**config.mk**
```make
export PLATFORM = sky130hd
export DESIGN_NAME = isd_as_address_text_parser_top
export DESIGN_NICKNAME = d
export VERILOG_FILES = /design/src/hdl/isdas_pkg.sv /design/src/hdl/isdas_front.sv /design/src/hdl/isdas_back.sv /design/src/hdl/isd_as_address_text_parser_top.sv
export SDC_FILE = /design/constraint.sdc
export NUM_CORES = 1
export LEC_CHECK = 0
export ABC_AREA = 1
export BUFFER_PORTS_ARGS = -buffer_cell sky130_fd_sc_hd__buf_2
export CAP_MARGIN = 30
export CORE_ASPECT_RATIO = 0.8
export CORE_UTILIZATION = 60
export DETAILED_ROUTE_END_ITERATION = 10
export PLACE_DENSITY_LB_ADDON = 0.25
export SLEW_MARGIN = 15
export SYNTH_ARGS = -nofsm -noshare
export SYNTH_HDL_FRONTEND = slang
export SYNTH_SLANG_ARGS = --single-unit
export TNS_END_PERCENT = 10
```
**constraint.sdc**
```tcl
create_clock -name clk -period 4.8 [get_ports clk]
set_clock_uncertainty 0.05 [all_clocks]
set_input_delay 0.48 -clock clk [delete_from_list [all_inputs] [get_ports clk]]
set_output_delay 0.48 -clock clk [all_outputs]
set_load 0.05 [all_outputs]
```
**src/hdl/isdas_pkg.sv**
```systemverilog
// Shared types and constants for the isd-as address text parser.
package isdas_pkg;

  localparam int QDEPTH = 2;
  localparam int QPW = 1;
  localparam int QCW = 2;

  localparam logic [7:0] CH_COLON = 8'h3a;
  localparam logic [7:0] CH_DASH = 8'h2d;
  localparam logic [15:0] ISD_MAX = 16'hffff;
  localparam logic [47:0] AS_MAX = 48'hffff_ffff_ffff;

  // One classified character as it travels from the front to the back.
  typedef struct packed {
    logic       is_dig;
    logic       is_hex;
    logic       is_colon;
    logic       is_dash;
    logic [3:0] val;
    logic       last;
  } cls_t;

  // Handshake between the queue and the execution side.
  typedef struct packed {
    logic valid;
    cls_t item;
  } qhead_t;

endpackage

```
**src/hdl/isdas_front.sv**
```systemverilog
// Front end: classifies each character and holds it in a two-entry queue.
module isdas_front (
  input  logic                clk,
  input  logic                rst,
  input  logic [7:0]          ch,
  input  logic                last,
  input  logic                in_valid,
  output logic                in_ready,
  output isdas_pkg::qhead_t   qhead,
  input  logic                q_pop
);

  isdas_pkg::cls_t cls;
  isdas_pkg::cls_t mem [isdas_pkg::QDEPTH];
  logic [isdas_pkg::QPW-1:0] wr_ptr;
  logic [isdas_pkg::QPW-1:0] rd_ptr;
  logic [isdas_pkg::QCW-1:0] count;
  logic push;
  logic lower;
  logic upper;

  always_comb begin
    lower = (ch >= 8'h61) && (ch <= 8'h66);
    upper = (ch >= 8'h41) && (ch <= 8'h46);
    cls.is_dig = (ch >= 8'h30) && (ch <= 8'h39);
    cls.is_hex = cls.is_dig || lower || upper;
    cls.is_colon = (ch == isdas_pkg::CH_COLON);
    cls.is_dash = (ch == isdas_pkg::CH_DASH);
    // Letters a-f and A-F both have 1..6 in the low nibble.
    cls.val = cls.is_dig ? ch[3:0] : (ch[3:0] + 4'd9);
    cls.last = last;
  end

  assign in_ready = (count != isdas_pkg::QCW'(isdas_pkg::QDEPTH));
  assign push = in_valid && in_ready;
  assign qhead.valid = (count != '0);
  assign qhead.item = mem[rd_ptr];

  always_ff @(posedge clk) begin
    if (push) begin
      mem[wr_ptr] <= cls;
    end
  end

  always_ff @(posedge clk) begin
    if (rst) begin
      wr_ptr <= '0;
      rd_ptr <= '0;
      count <= '0;
    end else begin
      if (push) begin
        wr_ptr <= wr_ptr + 1'b1;
      end
      if (q_pop) begin
        rd_ptr <= rd_ptr + 1'b1;
      end
      case ({push, q_pop})
        2'b10: count <= count + isdas_pkg::QCW'(1);
        2'b01: count <= count - isdas_pkg::QCW'(1);
        default: count <= count;
      endcase
    end
  end

  a_count_bound: assert property (@(posedge clk) disable iff (rst)
    count <= isdas_pkg::QCW'(isdas_pkg::QDEPTH))
    else $error("queue count beyond depth");

  a_pop_nonempty: assert property (@(posedge clk) disable iff (rst)
    q_pop |-> count != '0)
    else $error("pop from empty queue");

  a_ready_when_room: assert property (@(posedge clk) disable iff (rst)
    (count < isdas_pkg::QCW'(isdas_pkg::QDEPTH)) |-> in_ready)
    else $error("input stalled while the queue has room");

endmodule

```
**src/hdl/isdas_back.sv**
```systemverilog
// Back end: runs the parse state on classified characters and holds the result.
module isdas_back (
  input  logic              clk,
  input  logic              rst,
  input  isdas_pkg::qhead_t qhead,
  output logic              q_pop,
  output logic [63:0]       ia,
  output logic [15:0]       isd,
  output logic [47:0]       as_number,
  output logic              status,
  output logic              out_valid,
  input  logic              out_ready
);

  logic        in_as_part, in_as_part_next;
  logic [15:0] isd_acc, isd_acc_next;
  logic        isd_has_digit, isd_has_digit_next;
  logic [47:0] dec_acc, dec_acc_next;
  logic        dec_form_ok, dec_form_ok_next;
  logic [15:0] hex_group_acc, hex_group_acc_next;
  logic [31:0] hex_high_groups, hex_high_groups_next;
  logic [1:0]  group_index, group_index_next;
  logic        group_has_digit, group_has_digit_next;
  logic        hex_form_ok, hex_form_ok_next;
  logic        colon_seen, colon_seen_next;
  logic        string_bad, string_bad_next;

  isdas_pkg::cls_t c;
  logic [19:0] isd_prod;
  logic [51:0] dec_prod;
  logic        ok;
  logic [47:0] as_val;
  logic        done;

  assign c = qhead.item;
  assign q_pop = qhead.valid && (!c.last || !out_valid || out_ready);
  assign done = q_pop && c.last;

  always_comb begin
    isd_prod = ({4'd0, isd_acc} << 3) + ({4'd0, isd_acc} << 1) + 20'(c.val);
    dec_prod = ({4'd0, dec_acc} << 3) + ({4'd0, dec_acc} << 1) + 52'(c.val);

    in_as_part_next = in_as_part;
    isd_acc_next = isd_acc;
    isd_has_digit_next = isd_has_digit;
    dec_acc_next = dec_acc;
    dec_form_ok_next = dec_form_ok;
    hex_group_acc_next = hex_group_acc;
    hex_high_groups_next = hex_high_groups;
    group_index_next = group_index;
    group_has_digit_next = group_has_digit;
    hex_form_ok_next = hex_form_ok;
    colon_seen_next = colon_seen;
    string_bad_next = string_bad;

    if (!string_bad) begin
      if (!in_as_part) begin
        if (c.is_dig) begin
          if (isd_prod > {4'd0, isdas_pkg::ISD_MAX}) begin
            string_bad_next = 1'b1;
          end else begin
            isd_acc_next = isd_prod[15:0];
          end
          isd_has_digit_next = 1'b1;
        end else if (c.is_dash) begin
          if (!isd_has_digit) begin
            string_bad_next = 1'b1;
          end else begin
            in_as_part_next = 1'b1;
          end
        end else begin
          string_bad_next = 1'b1;
        end
      end else begin
        if (dec_form_ok) begin
          // The overflow test is the same as comparing 10*acc + digit with the limit.
          if (c.is_dig && (dec_prod <= {4'd0, isdas_pkg::AS_MAX})) begin
            dec_acc_next = dec_prod[47:0];
          end else begin
            dec_form_ok_next = 1'b0;
          end
        end
        if (c.is_colon) begin
          colon_seen_next = 1'b1;
        end
        if (hex_form_ok) begin
          if (c.is_colon) begin
            if (!group_has_digit || (group_index >= 2'd2)) begin
              hex_form_ok_next = 1'b0;
            end else begin
              hex_high_groups_next = {hex_high_groups[15:0], hex_group_acc};
              hex_group_acc_next = '0;
              group_index_next = group_index + 2'd1;
              group_has_digit_next = 1'b0;
            end
          end else if (c.is_hex) begin
            if (hex_group_acc > 16'h0fff) begin
              hex_form_ok_next = 1'b0;
            end else begin
              hex_group_acc_next = {hex_group_acc[11:0], c.val};
            end
            group_has_digit_next = 1'b1;
          end else begin
            hex_form_ok_next = 1'b0;
          end
        end
      end
    end

    if (string_bad_next || !in_as_part_next) begin
      ok = 1'b0;
      as_val = '0;
    end else if (colon_seen_next) begin
      ok = hex_form_ok_next && (group_index_next == 2'd2) && group_has_digit_next;
      as_val = {hex_high_groups_next, hex_group_acc_next};
    end else begin
      ok = dec_form_ok_next && group_has_digit_next;
      as_val = dec_acc_next;
    end
  end

  always_ff @(posedge clk) begin
    if (rst || done) begin
      in_as_part <= 1'b0;
      isd_acc <= '0;
      isd_has_digit <= 1'b0;
      dec_acc <= '0;
      dec_form_ok <= 1'b1;
      hex_group_acc <= '0;
      hex_high_groups <= '0;
      group_index <= '0;
      group_has_digit <= 1'b0;
      hex_form_ok <= 1'b1;
      colon_seen <= 1'b0;
      string_bad <= 1'b0;
    end else if (q_pop) begin
      in_as_part <= in_as_part_next;
      isd_acc <= isd_acc_next;
      isd_has_digit <= isd_has_digit_next;
      dec_acc <= dec_acc_next;
      dec_form_ok <= dec_form_ok_next;
      hex_group_acc <= hex_group_acc_next;
      hex_high_groups <= hex_high_groups_next;
      group_index <= group_index_next;
      group_has_digit <= group_has_digit_next;
      hex_form_ok <= hex_form_ok_next;
      colon_seen <= colon_seen_next;
      string_bad <= string_bad_next;
    end
  end

  always_ff @(posedge clk) begin
    if (rst) begin
      out_valid <= 1'b0;
    end else if (done) begin
      out_valid <= 1'b1;
    end else if (out_ready) begin
      out_valid <= 1'b0;
    end
  end

  always_ff @(posedge clk) begin
    if (done) begin
      ia <= ok ? {isd_acc_next, as_val} : '0;
      isd <= ok ? isd_acc_next : '0;
      as_number <= ok ? as_val : '0;
      status <= !ok;
    end
  end

  a_bad_zero: assert property (@(posedge clk) disable iff (rst)
    (out_valid && status) |-> (ia == '0) && (isd == '0) && (as_number == '0))
    else $error("invalid result carries nonzero fields");

  a_pack: assert property (@(posedge clk) disable iff (rst)
    out_valid |-> (ia[63:48] == isd) && (ia[47:0] == as_number))
    else $error("packed identifier does not match its parts");

  a_clear_after_last: assert property (@(posedge clk) disable iff (rst)
    done |=> !in_as_part && !string_bad && !colon_seen && (group_index == 2'd0))
    else $error("parse state not cleared after the last item");

endmodule

```
**src/hdl/isd_as_address_text_parser_top.sv**
```systemverilog
// Parser for isd-as address strings, one character per item.
//
// Input channel: ch and last with in_valid/in_ready. Each item is one
// character; last marks the final character of a string. Output channel:
// ia, isd, as_number and status with out_valid/out_ready, one item per
// string, raised after its final character. status high means the string
// was invalid and the other fields are zero.
// Throughput is one character per cycle unless a final character waits
// for a stalled receiver. A result passes through the two-entry queue
// between the classifier and the parse state registers, and then the
// single output register behind them.
// When the receiver stalls, characters of the next string keep flowing
// into the parse state; only a final character waits for the output
// register, and the queue then fills and in_ready drops.
// Reset empties the queue, drops out_valid and returns the parse state to
// the start of a string.
module isd_as_address_text_parser_top (
  input  logic        clk,
  input  logic        rst,
  input  logic [7:0]  ch,
  input  logic        last,
  input  logic        in_valid,
  output logic        in_ready,
  output logic [63:0] ia,
  output logic [15:0] isd,
  output logic [47:0] as_number,
  output logic        status,
  output logic        out_valid,
  input  logic        out_ready
);

  isdas_pkg::qhead_t qhead;
  logic q_pop;

  isdas_front u_front (
    .clk      (clk),
    .rst      (rst),
    .ch       (ch),
    .last     (last),
    .in_valid (in_valid),
    .in_ready (in_ready),
    .qhead    (qhead),
    .q_pop    (q_pop)
  );

  isdas_back u_back (
    .clk       (clk),
    .rst       (rst),
    .qhead     (qhead),
    .q_pop     (q_pop),
    .ia        (ia),
    .isd       (isd),
    .as_number (as_number),
    .status    (status),
    .out_valid (out_valid),
    .out_ready (out_ready)
  );

endmodule

```
[Word-level counts from Yosys, hierarchy flattened]
Memories as Yosys holds them, arrays and structs flattened. A register that Yosys moved wholly into a read port is not among the register bits.
Index checks and enable logic that the tools add are counted.
Storage, ports and cells
  register bits after elaboration: 255
  latch bits: 0
  memory bits (writable): 18
  memory bits (read-only): 0
  input bits: 13
  output and inout port bits: 131
  logic and storage cells: 143
  memories kept: 1
Memory list
  u_front.mem: depth 2, bits a word 9, read ports 1, clocked after memory_dff 1, wr ports 1, line isdas_front.sv:14  | isdas_pkg::cls_t mem [isdas_pkg::QDEPTH];
Operators by class
  $add $sub $neg: 10
  multiply operators: 0
  divide/modulo/power cells: 0
  $lt $le $gt $ge: 10
  equality and inequality tests: 6
  shift-type cells: 0
  muxes and demuxes: 68
  bitwise gates (word level): 2
  reductions and logical operators: 26
Operators with widths (count)
  $mux W48: 6
  $mux W16: 11
  $mux W32: 5
  $add A51 B49 Y52: 1
  $add A52 B4 Y52: 1
  $le A52 B48 Y1 const B: 1
  $mux W1: 39
  $add A19 B17 Y20: 1
  $add A20 B4 Y20: 1
  $gt A20 B16 Y1 const B: 1
  $eq A8 B6 Y1 const B: 2
  $ge A8 B7 Y1 const B: 2
  $gt A16 B12 Y1 const B: 1
  $le A8 B7 Y1 const B: 2
  $logic_and A1 B1 Y1: 10
  $mux W2: 5
  $ge A8 B6 Y1 const B: 1
  $le A8 B6 Y1 const B: 1
  $logic_or A1 B1 Y1: 7
  $reduce_bool A2 Y1: 3
  $logic_not A1 Y1: 5
  $add A2 B1 Y2 const B: 2
  $add A4 B4 Y4 const B: 1
  $eq A2 B2 Y1 const B: 2
  9 further kinds: 11

[Longest topological paths before layout]
Gate-level depths: netlist of run 1.
  depth after elaboration: 13
  depth in mapped cells: 28
  depth with buffers taken out: 25

[Modules after synthesis]
Synthesis of run 1 repeated with hierarchy kept, for this count alone.
Second synthesis, totals
  cells, all modules: 2443
  area, all modules: 16560.9 µm²
Modules (own cells, without submodules)
  isdas_back: instances 1, cells each 2325, area each 15356.0 µm², seq. area each 4394.2 µm²
  isdas_front: instances 1, cells each 118, area each 1204.9 µm², seq. area each 640.6 µm²

[Worst setup path after synthesis of run 1]
OpenSTA, ideal clock, no wires.
  kind: register to register
  from: register (tool-made name)
  to: register u_back.isd[12], data pin
  library setup time: 0.260 ns
  arrival: 3.392 ns
  data required time: 4.490 ns
  path slack: 1.098 ns
  stages on the path, launching flop included: 22
  buffers on the path: 2
  clock period less this slack: 3.702 ns
  path through: dfxtp_1 > buf_4 > inv_4 > or2_2 > o21ai_0 > inv_1 > fa_1 > inv_1 > fa_1 > nand3b_1 > nand2_1 > nand3_1 > nand3_1 > nand3_1 > o21ai_0 > inv_1 > nand3_1 > inv_1 > buf_2 > or2_2 > o21ai_0 > nor2_1
RTL lines
  end signal: assignment: line isdas_back.sv:165  | isd <= ok ? isd_acc_next : '0;
  end: declaration: line isdas_back.sv:8  | output logic [15:0] isd,

==> summary.txt, run 1 <==
Synth
  – Main area contributors after synthesis: dfxtp_1 16%, edfxtp_1 15%, nand2_1 13%, ha_1 10%, inv_1 8.1%
  – Synth Flop Type: dfxtp_1
  – Post-synth cell types: 46
  – Avg Cell Area, Syn: 6.72 µm²
  – Post-synth EDFFs: 83
  – Yosys top cell area share: 15.5%
  – Synth Warn #: 0
  – Register area share after synthesis: 30.7%
  – Synthesized Nets: 2588
  – Synth top cells by count: 583 x nand2_1, 352 x inv_1, 310 x nor2_1
  – Seq cells post-synth: 210
  – Most frequent cell after synthesis: nand2_1
  – Yosys top cell by area: dfxtp_1
  – Synth async-reset ratio: 0%
  – Synthesized area: 16400 µm²
  – Syn Inst Count: 2439

Power and ir drop
  – Pint: 5670 µW
  – Pwr dens: 698 nW/µm²
  – Switching Fraction: 53.7%
  – Lkg Pwr: 0.00926 µW
  – Max rail drop VDD: 0.000539 V
  – Sw Pwr: 6590 µW
  – Clock share of power: 13.1%
  – Combinational Power Share: 60.4%
  – Register share of total power: 26.5%
  – Total power: 12300 µW

Run
  – Max cap viols: 0

Worst setup path
  – Crit-path max FO: 48
  – Worst path slowest cell: fa_1
  – Crit end category: register
  – Peak per-stage delay on the critical path: 0.48 ns
  – CP Launch Type: register
  – Setup CP Type: reg -> reg
  – CP cell instances: inv_4 -> or2_2 -> o21ai_0 -> buf_4 -> fa_1 -> fa_1 -> inv_1 -> nand2_1 -> nand2_1 -> nand3_1 -> nand2_1 -> nand2_1 -> nand2_2 -> nand2_1 -> nand4_1 -> nand2_1 -> nor2_4 -> nand2_1 -> nand2_1 -> nand2_2 -> nand2_4 -> buf_12 -> nand3_1 -> nor2_1
  – CP arrival: 4.52 ns
  – Most used cell, CP: nand2_1
  – WP data required: 5.11 ns

Place
  – Port Buf Inserts: 143
  – DP HPWL: 36100 µm
  – GPL Wtd Cong: 1.01

STA
  – Post-route setup TNS: 0 ns
  – FMAX: 237 MHz
  – RSZ-0062 raised after global routing: false
  – Slew @ Worst Pin: 0.955 ns
  – Hold WS: 0.104 ns
  – Post-layout min period: 4.21 ns
  – Tcrit/Tclk final: 87.8%
  – Final setup viols: 0
  – Fin. Hold Viols: 0
  – Slew Limit Fails: 0
  – Headroom to the max-slew limit: 36.2%

Detailed routing
  – Iteration-0 DRC count of the detailed router: 1641
  – Avg WL per Cell: 16.8 µm
  – # DRC: 0
  – Via count: 15.8k
  – DR pass1 iterations: 7
  – Wirelength, routed: 47700 µm
  – Via density: 5.54
  – ANT nets after route: 0

GRT
  – Remaining Overflow, GRT: 0
  – Initial antenna violation count: 0
  – Overall routing resource usage: 33.7%
  – Vias in the first global route: 14.0k
  – Largest net degree at the start of global routing: 98
  – First-pass GRT wire length: 74700 µm

Clocking
  – Clk_lat worst skew: 0.51 ns
  – CTS Buffer Depth: 3
  – Reg clk slew, reported paths: 0.06 ns
  – Root Driver: clkbuf_16
  – CTS tree: built
  – Hold buffers post-CTS: 0
  – Clk sinks: 210
  – CTS Buf Count: 21
  – Post-CTS Setup Inserts: 0
  – Htree depth: 1
  – Post-cts repair resize count: 0

Min path
  – Hold crit path type: in -> reg
  – Min-delay src: last

Die
  – Ports: 144
  – Die W: 187 µm
  – Core Box Area: 26500 µm²
  – Core Rows: 53
  – Die area: 28000 µm²
  – Die Y: 150 µm
  – Starting Density: 61.8%

Cells and area
  – Share of layout cells above drive strength 1: 13.6%
  – Area growth syn-to-layout: 7.22%
  – Layout Nets: 2625
  – N_diodes: 0

Outcome
  – Run status: complete, no violations
-- sequential cells by signal (all words and copies together), names as in the netlist, 2 cells and up, named ones only --
signal	cells
u_back.group_index	2
u_front.count	2
u_back.isd	16
u_back.hex_high_groups	32
u_back.dec_acc	48
u_front.mem	18
u_back.isd_acc	16
u_back.as_number	47
u_back.hex_group_acc	16
-- cell usage in the layout, fill, tap and decap left out, drive strengths merged, types with 3 or more instances in the layout --
cell type / n
nor3: 18
ha: 132
edfxtp: 83
or2: 42
nand4: 60
and2: 5
nand2: 590
nand3: 104
a31oi: 4
clkinvlp: 3
xnor2: 20
clkbuf: 26
o21bai: 17
o22ai: 7
clkinv: 8
xor2: 23
a21oi: 118
nor2: 343
fa: 4
o21ai: 190
dfxtp: 127
nand3b: 6
buf: 168
inv: 383
-- worst max-delay path: cells and delay by family (launching register included) --
kind,cells,cell delay (ns)
AND/OR/NAND/NOR,17,1.93
adder cells (fa/ha/maj),2,0.94
buffers and inverters,4,0.64
flip-flops,1,0.37
AO/OA/AOI/OAI,1,0.11
-- final cells by class --
cell class | count | area (µm²)
tap | 357 | 447
clock buffer | 26 | 597
timing repair buffer | 168 | 988
clock inverter | 11 | 67.6
sequential | 210 | 5030
fill | 2388 | 8950
inverter | 383 | 1440
multi-input combinational | 1692 | 9000
-- through the flow --
step / cell area (µm²) / setup slack (ns) / util (%) / cells
2_1_floorplan: 16400 / 1.10 / - / 2439
3_3_place_gp: 16800 / 0.735 / 63.5 / 2807
3_5_place_dp: 16900 / 0.663 / 63.6 / 2808
4_1_cts: 17500 / 0.613 / 66.1 / 2845
5_1_grt: 17600 / 0.254 / 66.3 / 2847
6_report: 17600 / 0.587 / 66.3 / 2847
-- power groups by stage --
stage                     registers [µW]  logic (µW)  clock network, µW
after global placement              3220        7040                  0
after CTS                           3220        7270               1620
after detailed placement            3250        7220                  0
final                               3240        7410               1610
after global routing                3300        8170               1690
after floorplan                     3550        5160                  0
-- path summary, 6_finish.rpt --
kind | to | slack [ns] | cells past startpoint
worst max-delay path | u_back.as_number[10] | 0.59 | 24
worst min-delay path | u_front.mem[1][0] | 0.10 | 1
worst max register to register | u_back.as_number[10] | 0.59 | 24
worst min register to register | u_back.dec_form_ok | 0.41 | 2
-- routing by layer --
metal | vias to the layer above | routed length [µm] | track usage (%)
li1 | 7768 | - | -
met1 | 7209 | 21900 | 49.3
met2 | 730 | 20200 | 51.5
met3 | 73 | 4590 | 5.89
met4 | 0 | 1040 | 7.50
met5 | - | 0 | 0
-- logic make-up after synthesis --
kind of cell | Yosys count | synth area share, %
flops | 210 | 30.7
fa+ha+maj | 136 | 10.6
compound gates | 343 | 11.0
xor+xnor | 43 | 2.30
buf+inv | 537 | 14.5
simple gates | 1170 | 30.9
(Power assumes the default switching activity.)
==> run 2: changes to the inputs <==
--- a/config.mk
+++ b/config.mk
@@ -8,8 +8,10 @@
 export ABC_AREA = 1
 export BUFFER_PORTS_ARGS = -buffer_cell sky130_fd_sc_hd__buf_2
 export CAP_MARGIN = 30
+export CELL_PAD_IN_SITES_DETAIL_PLACEMENT = 2
+export CELL_PAD_IN_SITES_GLOBAL_PLACEMENT = 2
 export CORE_ASPECT_RATIO = 0.8
-export CORE_UTILIZATION = 60
+export CORE_UTILIZATION = 34
 export DETAILED_ROUTE_END_ITERATION = 10
 export PLACE_DENSITY_LB_ADDON = 0.25
 export SLEW_MARGIN = 15
==> run 2 against run 1 <==
- the run now ends with design-rule violations left
- non-clock buffer count grew 5
- wire length grew 33%
- utilization shrank 28 points
- flip-flop and latch count is the same
- clock-buffer cell count grew 6
- sequential power grew 2%
- highest routed layer unchanged
==> summary.txt, run 2 (synthesis results as in run 1) <==
Run
  – Max cap viols: 0 (unchanged)

Place
  – DP HPWL: 49500 µm (was 36100 µm)
  – GPL Wtd Cong: 0.890 (was 1.01)
  – Cell Count Post-Placement: 3076 (was 2808)
  – Port Buf Inserts: 143 (unchanged)
  – Placed inst area: 17200 µm² (was 16900 µm²)

Min path
  – WHS Endpoint: u_front.mem[0][0] (was u_front.mem[1][0])
  – Min-delay src: last (unchanged)
  – Hold path depth: 1 (unchanged)
  – Hold crit path type: in -> reg (unchanged)

Clocking
  – Clk sinks: 210 (unchanged)
  – CTS Buffer Depth: 3 (unchanged)
  – Hold buffers post-CTS: 0 (unchanged)
  – Root Driver: clkbuf_16 (unchanged)
  – Post-cts repair resize count: 0 (unchanged)
  – Post-CTS Setup Inserts: 0 (unchanged)
  – Htree depth: 1 (unchanged)
  – CTS tree: built (unchanged)
  – CTS Buf Count: 23 (was 21)
  – Clk_lat worst skew: 0.53 ns (was 0.51 ns)
  – Reg clk slew, reported paths: 0.06 ns (about the same)

Worst setup path
  – WP data required: 5.01 ns (was 5.11 ns)
  – CP Launch Type: register (unchanged)
  – R2R Setup Slk: 0.31 ns (was 0.59 ns)
  – Most used cell, CP: nand3_1 (was nand2_1)
  – CP cell instances: inv_4 -> or2_2 -> o21ai_0 -> buf_4 -> inv_1 -> fa_1 -> inv_1 -> fa_1 -> nand3b_1 -> nand2_1 -> nand3_1 -> nand3_1 -> nand3_1 -> o21ai_0 -> nand3_1 -> inv_1 -> buf_4 -> nand2_1 -> o21ai_0 -> nor2_1 (was inv_4 -> or2_2 -> o21ai_0 -> buf_4 -> fa_1 -> fa_1 -> inv_1 -> nand2_1 -> nand2_1 -> nand3_1 -> nand2_1 -> nand2_1 -> nand2_2 -> nand2_1 -> nand4_1 -> nand2_1 -> nor2_4 -> nand2_1 -> nand2_1 -> nand2_2 -> nand2_4 -> buf_12 -> nand3_1 -> nor2_1)
  – R2r endpoint: u_back.isd[10] (was u_back.as_number[10])
  – Setup CP Type: reg -> reg (unchanged)
  – Worst path slowest cell: fa_1 (unchanged)
  – Reg2reg path depth: 20 (was 24)
  – Crit end category: register (unchanged)
  – CP arrival: 4.71 ns (was 4.52 ns)
  – Peak per-stage delay on the critical path: 0.51 ns (was 0.48 ns)
  – Crit-path max FO: 10 (was 48)

GRT
  – Remaining Overflow, GRT: 0 (unchanged)
  – Initial antenna violation count: 2 (was 0)
  – Largest net degree at the start of global routing: 78 (was 98)
  – First-pass GRT wire length: 98900 µm (was 74700 µm)
  – Vias in the first global route: 17.1k (was 14.0k)
  – Overall routing resource usage: 26.0% (was 33.7%)

STA
  – Slew Limit Fails: 0 (unchanged)
  – Post-layout min period: 4.49 ns (was 4.21 ns)
  – Slew @ Worst Pin: 0.962 ns (was 0.955 ns)
  – Hold WS: 0.105 ns (was 0.104 ns)
  – RSZ-0062 raised after global routing: false (unchanged)
  – Post-route setup TNS: 0 ns (unchanged)
  – Fin. Hold Viols: 0 (unchanged)
  – Tcrit/Tclk final: 93.6% (was 87.8%)
  – Final setup viols: 0 (unchanged)
  – Headroom to the max-slew limit: 35.9% (was 36.2%)
  – FMAX: 223 MHz (was 237 MHz)

Cells and area
  – Area growth syn-to-layout: 9.92% (was 7.22%)
  – N_diodes: 0 (unchanged)
  – Share of layout cells above drive strength 1: 13.7% (was 13.6%)
  – Post-route insts no fill: 3119 (was 2847)
  – Top flop regs: u_back.dec_acc x48, u_back.as_number x47, u_back.hex_high_groups x32 (unchanged)
  – Most common cell after layout, fill and taps aside: nand2_1 (unchanged)
  – Top reg by flops: u_back.dec_acc (unchanged)
  – Most frequent cells in the layout: 582 x nand2_1, 349 x inv_1, 309 x nor2_1, 146 x o21ai_0, 143 x buf_2 (unchanged)
  – Max reg flops: 48 (unchanged)
  – Layout Nets: 2632 (was 2625)
  – Final instance area: 18000 µm² (was 17600 µm²)

Detailed routing
  – Wirelength, routed: 63600 µm (was 47700 µm)
  – Via count: 16.2k (was 15.8k)
  – Avg WL per Cell: 20.4 µm (was 16.8 µm)
  – ANT nets after route: 0 (unchanged)
  – DR pass1 iterations: 8 (was 7)
  – Via density: 5.18 (was 5.54)
  – # DRC: 10 (was 0)
  – Iteration-0 DRC count of the detailed router: 783 (was 1641)

Power and ir drop
  – Lkg Pwr: 0.00931 µW (was 0.00926 µW)
  – Clock share of power: 14.2% (was 13.1%)
  – Pint: 5860 µW (was 5670 µW)
  – Combinational Power Share: 60.3% (was 60.4%)
  – Register share of total power: 25.5% (was 26.5%)
  – Switching Fraction: 55.0% (was 53.7%)
  – Pwr dens: 721 nW/µm² (was 698 nW/µm²)
  – Max rail drop VDD: 0.000354 V (was 0.000539 V)
  – Total power: 13000 µW (was 12300 µW)
  – Sw Pwr: 7140 µW (was 6590 µW)

Outcome
  – Run status: complete, but fails checks (was complete, no violations)
  – Failing checks: design-rule violations

Die
  – Die Y: 198 µm (was 150 µm)
  – Core Box Area: 47300 µm² (was 26500 µm²)
  – Die W: 248 µm (was 187 µm)
  – Core Rows: 71 (was 53)
  – Die area: 49100 µm² (was 28000 µm²)
  – Starting Density: 34.7% (was 61.8%)
  – Ports: 144 (unchanged)
==> run 2: power by group through the flow <==
stage / logic, µW / clock network [µW] / registers, µW
after CTS: 7930 / 1880 / 3320
after global placement: 7430 / 0 / 3300
final: 7840 / 1850 / 3310
after floorplan: 5160 / 0 / 3550
after detailed placement: 7850 / 0 / 3340
after global routing: 8700 / 1950 / 3390
==> run 2: worst max-delay path by stage <==
| stage | endpoint | slack (ns) | cells past startpoint |
|---|---|---|---|
| floorplan | u_back.isd[12] | 1.10 | 21 |
| global placement | u_back.as_number[25] | 0.44 | 22 |
| detailed placement | u_back.isd[10] | 0.18 | 20 |
| CTS | u_back.isd[10] | 0.14 | 20 |
| global route | u_back.isd[7] | 0.004 | 20 |
| finish | u_back.isd[10] | 0.31 | 20 |
==> run 2: per-layer routing <==
layer	part of all wire (%)	vias up	GRT usage, %	wire, µm
met2	45	307	42.5	28700
li1	-	7767	-	-
met5	0	-	0	0
met1	48	8010	36.3	30800
met4	2.8	0	7.02	1810
met3	3.7	85	2.82	2340
==> run 2: stage by stage <==
stage	setup slack (ns)	util [%]
2_1_floorplan	1.10	-
3_3_place_gp	0.440	36.4
3_5_place_dp	0.180	36.5
4_1_cts	0.141	38.1
5_1_grt	0.00396	38.1
6_report	0.307	38.1
==> run 2: worst max-delay path, delay by kind of cell, from the launching register on <==
family / cells / cell delay [ns]
AND/OR/NAND/NOR: 9 / 1.13
adder cells (fa/ha/maj): 2 / 0.96
AO/OA/AOI/OAI: 3 / 0.71
flip-flops: 1 / 0.45
buffers and inverters: 6 / 0.91
==> run 2: cell type report <==
class,instances,area (µm²)
Clock buffer,32,619
Clock inverter,9,120
Fill cell,5814,29200
Inverter,383,1440
Multi-Input combinational cell,1692,9000
Sequential cell,210,5040
Tap cell,620,776
Timing Repair Buffer,173,1030
==> run 3: changes to the inputs <==
--- a/config.mk
+++ b/config.mk
@@ -10,7 +10,7 @@
 export CAP_MARGIN = 30
 export CELL_PAD_IN_SITES_DETAIL_PLACEMENT = 2
 export CELL_PAD_IN_SITES_GLOBAL_PLACEMENT = 2
-export CORE_ASPECT_RATIO = 0.8
+export CORE_ASPECT_RATIO = 1.2
 export CORE_UTILIZATION = 34
 export DETAILED_ROUTE_END_ITERATION = 10
 export PLACE_DENSITY_LB_ADDON = 0.25
==> run 3 against run 2 <==
- the run now ends clean
- worst hold slack got worse by 0.021 ns
- fmax is 1.6% higher
- worst setup slack better by 0.069 ns
- register-to-register slack better by 0.07 ns
- sequential power decreased by 1%
- final cell count about the same
- flip-flop and latch count unchanged
- die area about the same
- sequential share of layout area is 0.14 points higher
- wire length down 2.8%
- critical path type unchanged
- highest routed layer unchanged
==> summary.txt, run 3 (synthesis results as in run 1) <==
Die
  – Starting Density: 34.7% (about the same)
  – Die Y: 243 µm (was 198 µm)
  – Die W: 202 µm (was 248 µm)
  – Core Rows: 87 (was 71)
  – Ports: 144 (unchanged)
  – Die area: 49100 µm² (about the same)
  – Core Box Area: 47200 µm² (was 47300 µm²)

STA
  – RSZ-0062 raised after global routing: false (unchanged)
  – Post-route setup TNS: 0 ns (unchanged)
  – Tcrit/Tclk final: 92.2% (was 93.6%)
  – Slew @ Worst Pin: 0.941 ns (was 0.962 ns)
  – Post-layout min period: 4.42 ns (was 4.49 ns)
  – Fin. Hold Viols: 0 (unchanged)
  – Slew Limit Fails: 0 (unchanged)
  – Final WS setup: 0.376 ns (was 0.307 ns)
  – Final setup viols: 0 (unchanged)
  – FMAX: 226 MHz (was 223 MHz)
  – Headroom to the max-slew limit: 37.2% (was 35.9%)

Detailed routing
  – ANT nets after route: 0 (unchanged)
  – Met2 wire length: 32400 µm (was 28700 µm)
  – Routed metal-1 wire length: 25500 µm (was 30800 µm)
  – DR WL met3: 1470 µm (was 2340 µm)
  – Iteration-0 DRC count of the detailed router: 672 (was 783)
  – DR pass1 iterations: 5 (was 8)
  – Avg WL per Cell: 19.9 µm (was 20.4 µm)
  – Via density: 5.09 (was 5.18)
  – Via count: 15.9k (was 16.2k)
  – Top Metal Used: met4 (unchanged)
  – # DRC: 0 (was 10)
  – Wirelength, routed: 61900 µm (was 63600 µm)

Clocking
  – Post-CTS Setup Inserts: 0 (unchanged)
  – CTS Buffer Depth: 3 (unchanged)
  – Clk sinks: 210 (unchanged)
  – Clk_lat worst skew: 0.54 ns (was 0.53 ns)
  – Root Driver: clkbuf_16 (unchanged)
  – Reg clk slew, reported paths: 0.06 ns (about the same)
  – CTS tree: built (unchanged)
  – CTS Buf Count: 24 (was 23)
  – Htree depth: 1 (unchanged)

GRT
  – Overall routing resource usage: 25.1% (was 26.0%)
  – Remaining Overflow, GRT: 0 (unchanged)
  – First-pass GRT wire length: 96800 µm (was 98900 µm)
  – Initial antenna violation count: 0 (was 2)
  – Vias in the first global route: 17.4k (was 17.1k)
  – Largest net degree at the start of global routing: 99 (was 78)

Min path
  – Hold crit path type: in -> reg (unchanged)

Worst setup path
  – Crit-path max FO: 48 (was 10)
  – WP data required: 5.15 ns (was 5.01 ns)
  – Setup CP Type: reg -> reg (unchanged)
  – CP Launch Type: register (unchanged)
  – Crit end category: register (unchanged)
  – CP arrival: 4.77 ns (was 4.71 ns)

Run
  – Max cap viols: 0 (unchanged)

Power and ir drop
  – Combinational Power Share: 60.8% (was 60.3%)
  – Total power: 12900 µW (was 13000 µW)
  – Register share of total power: 25.3% (was 25.5%)
  – Max rail drop VDD: 0.000410 V (was 0.000354 V)
  – Lkg Pwr: 0.00926 µW (was 0.00931 µW)
  – Pint: 5760 µW (was 5860 µW)
  – Sw Pwr: 7140 µW (about the same)
  – Pwr dens: 720 nW/µm² (was 721 nW/µm²)
  – Clock share of power: 13.9% (was 14.2%)
  – Switching Fraction: 55.3% (was 55.0%)

Cells and area
  – Share of layout cells above drive strength 1: 13.5% (was 13.7%)
  – Filler cells: 5881 (was 5814)
  – Most frequent cells in the layout: 582 x nand2_1, 349 x inv_1, 309 x nor2_1, 145 x o21ai_0, 143 x buf_2 (was 582 x nand2_1, 349 x inv_1, 309 x nor2_1, 146 x o21ai_0, 143 x buf_2)
  – Area growth syn-to-layout: 9.33% (was 9.92%)
  – Post-layout util: 37.9% (was 38.1%)
  – Layout Nets: 2624 (was 2632)
  – Top flop regs: u_back.dec_acc x48, u_back.as_number x47, u_back.hex_high_groups x32 (unchanged)
  – Final instance area: 17900 µm² (was 18000 µm²)
  – N_diodes: 0 (unchanged)
  – Max reg flops: 48 (unchanged)
  – Most common cell after layout, fill and taps aside: nand2_1 (unchanged)
  – Top reg by flops: u_back.dec_acc (unchanged)

Place
  – Port Buf Inserts: 143 (unchanged)
  – GPL Wtd Cong: 0.911 (was 0.890)
  – DP HPWL: 48900 µm (was 49500 µm)
  – Placed inst area: 17200 µm² (about the same)
  – Pre-CTS WS: 0.308 ns (was 0.180 ns)

Outcome
  – Run status: complete, no violations (was complete, but fails checks)
-- run 3: critical path: stages (launching register included) --
cell and delay (ns):
dfxtp_1 0.37, inv_4 0.08, or2_2 0.27, o21ai_1 0.23
fa_1 0.54, inv_1 0.09, ha_1 0.24, nand3_1 0.10
nand3_1 0.16, nand2_1 0.14, nand2_1 0.15, nand2_1 0.13
nand2_2 0.12, nand2_1 0.10, nand3_2 0.11, nand2_1 0.08
nand2_1 0.08, nor2_4 0.14, nand2_1 0.13, nand2_1 0.13
nand2_2 0.08, nand2_4 0.08, buf_12 0.26, nand3_1 0.23
nor2_1 0.15
-- run 3: power groups by stage --
stage | registers (µW) | logic, µW | clock network (µW)
2_1_floorplan | 3550 | 5160 | 0
3_3_place_gp | 3260 | 7500 | 0
3_5_place_dp | 3300 | 7790 | 0
4_1_cts | 3270 | 7900 | 1840
5_1_grt | 3350 | 8660 | 1890
6_report | 3270 | 7840 | 1790
-- run 3: worst paths after layout --
| path | cells after the start | endpoint | start | slack (ns) |
|---|---|---|---|---|
| max | 24 | u_back.as_number[14] | register | 0.38 |
| max reg2reg | 24 | u_back.as_number[14] | register | 0.38 |
| min reg2reg | 1 | u_front.rd_ptr | u_front.rd_ptr | 0.42 |
| min | 1 | u_front.mem[1][0] | last | 0.08 |
-- run 3: area by class of cell --
class,count,area [µm²],area share [%]
clock buffer,33,686,3.83
clock inverter,11,56.3,0.314
tap,623,779,4.35
timing repair buffer,164,918,5.12
multi-input combinational,1692,9010,50.3
sequential,210,5030,28.1
inverter,383,1440,8.05
-- run 3: stage by stage --
| stage | std cells | hold slack (ns) |
|---|---|---|
| final | 3116 | 0.0846 |
| after global routing | 3116 | 0.0741 |
| after CTS | 3115 | 0.0643 |
| after detailed placement | 3071 | 0.401 |
| after global placement | 3071 | 0.389 |
| after floorplan | 2439 | 0.375 |
-- run 3: layer usage --
layer | vias to the layer above | track usage [%]
li1 | 7745 | -
met1 | 7777 | 28.7
met2 | 219 | 46.9
met3 | 111 | 2.38
met4 | 0 | 10.5
met5 | - | 0
-- run 3: what timing repair did --
item / 4_1_cts / 5_1_grt
gates resized for setup: 0 / 1
setup endpoints to repair: 0 / 1
hold buffers: 0 / 0
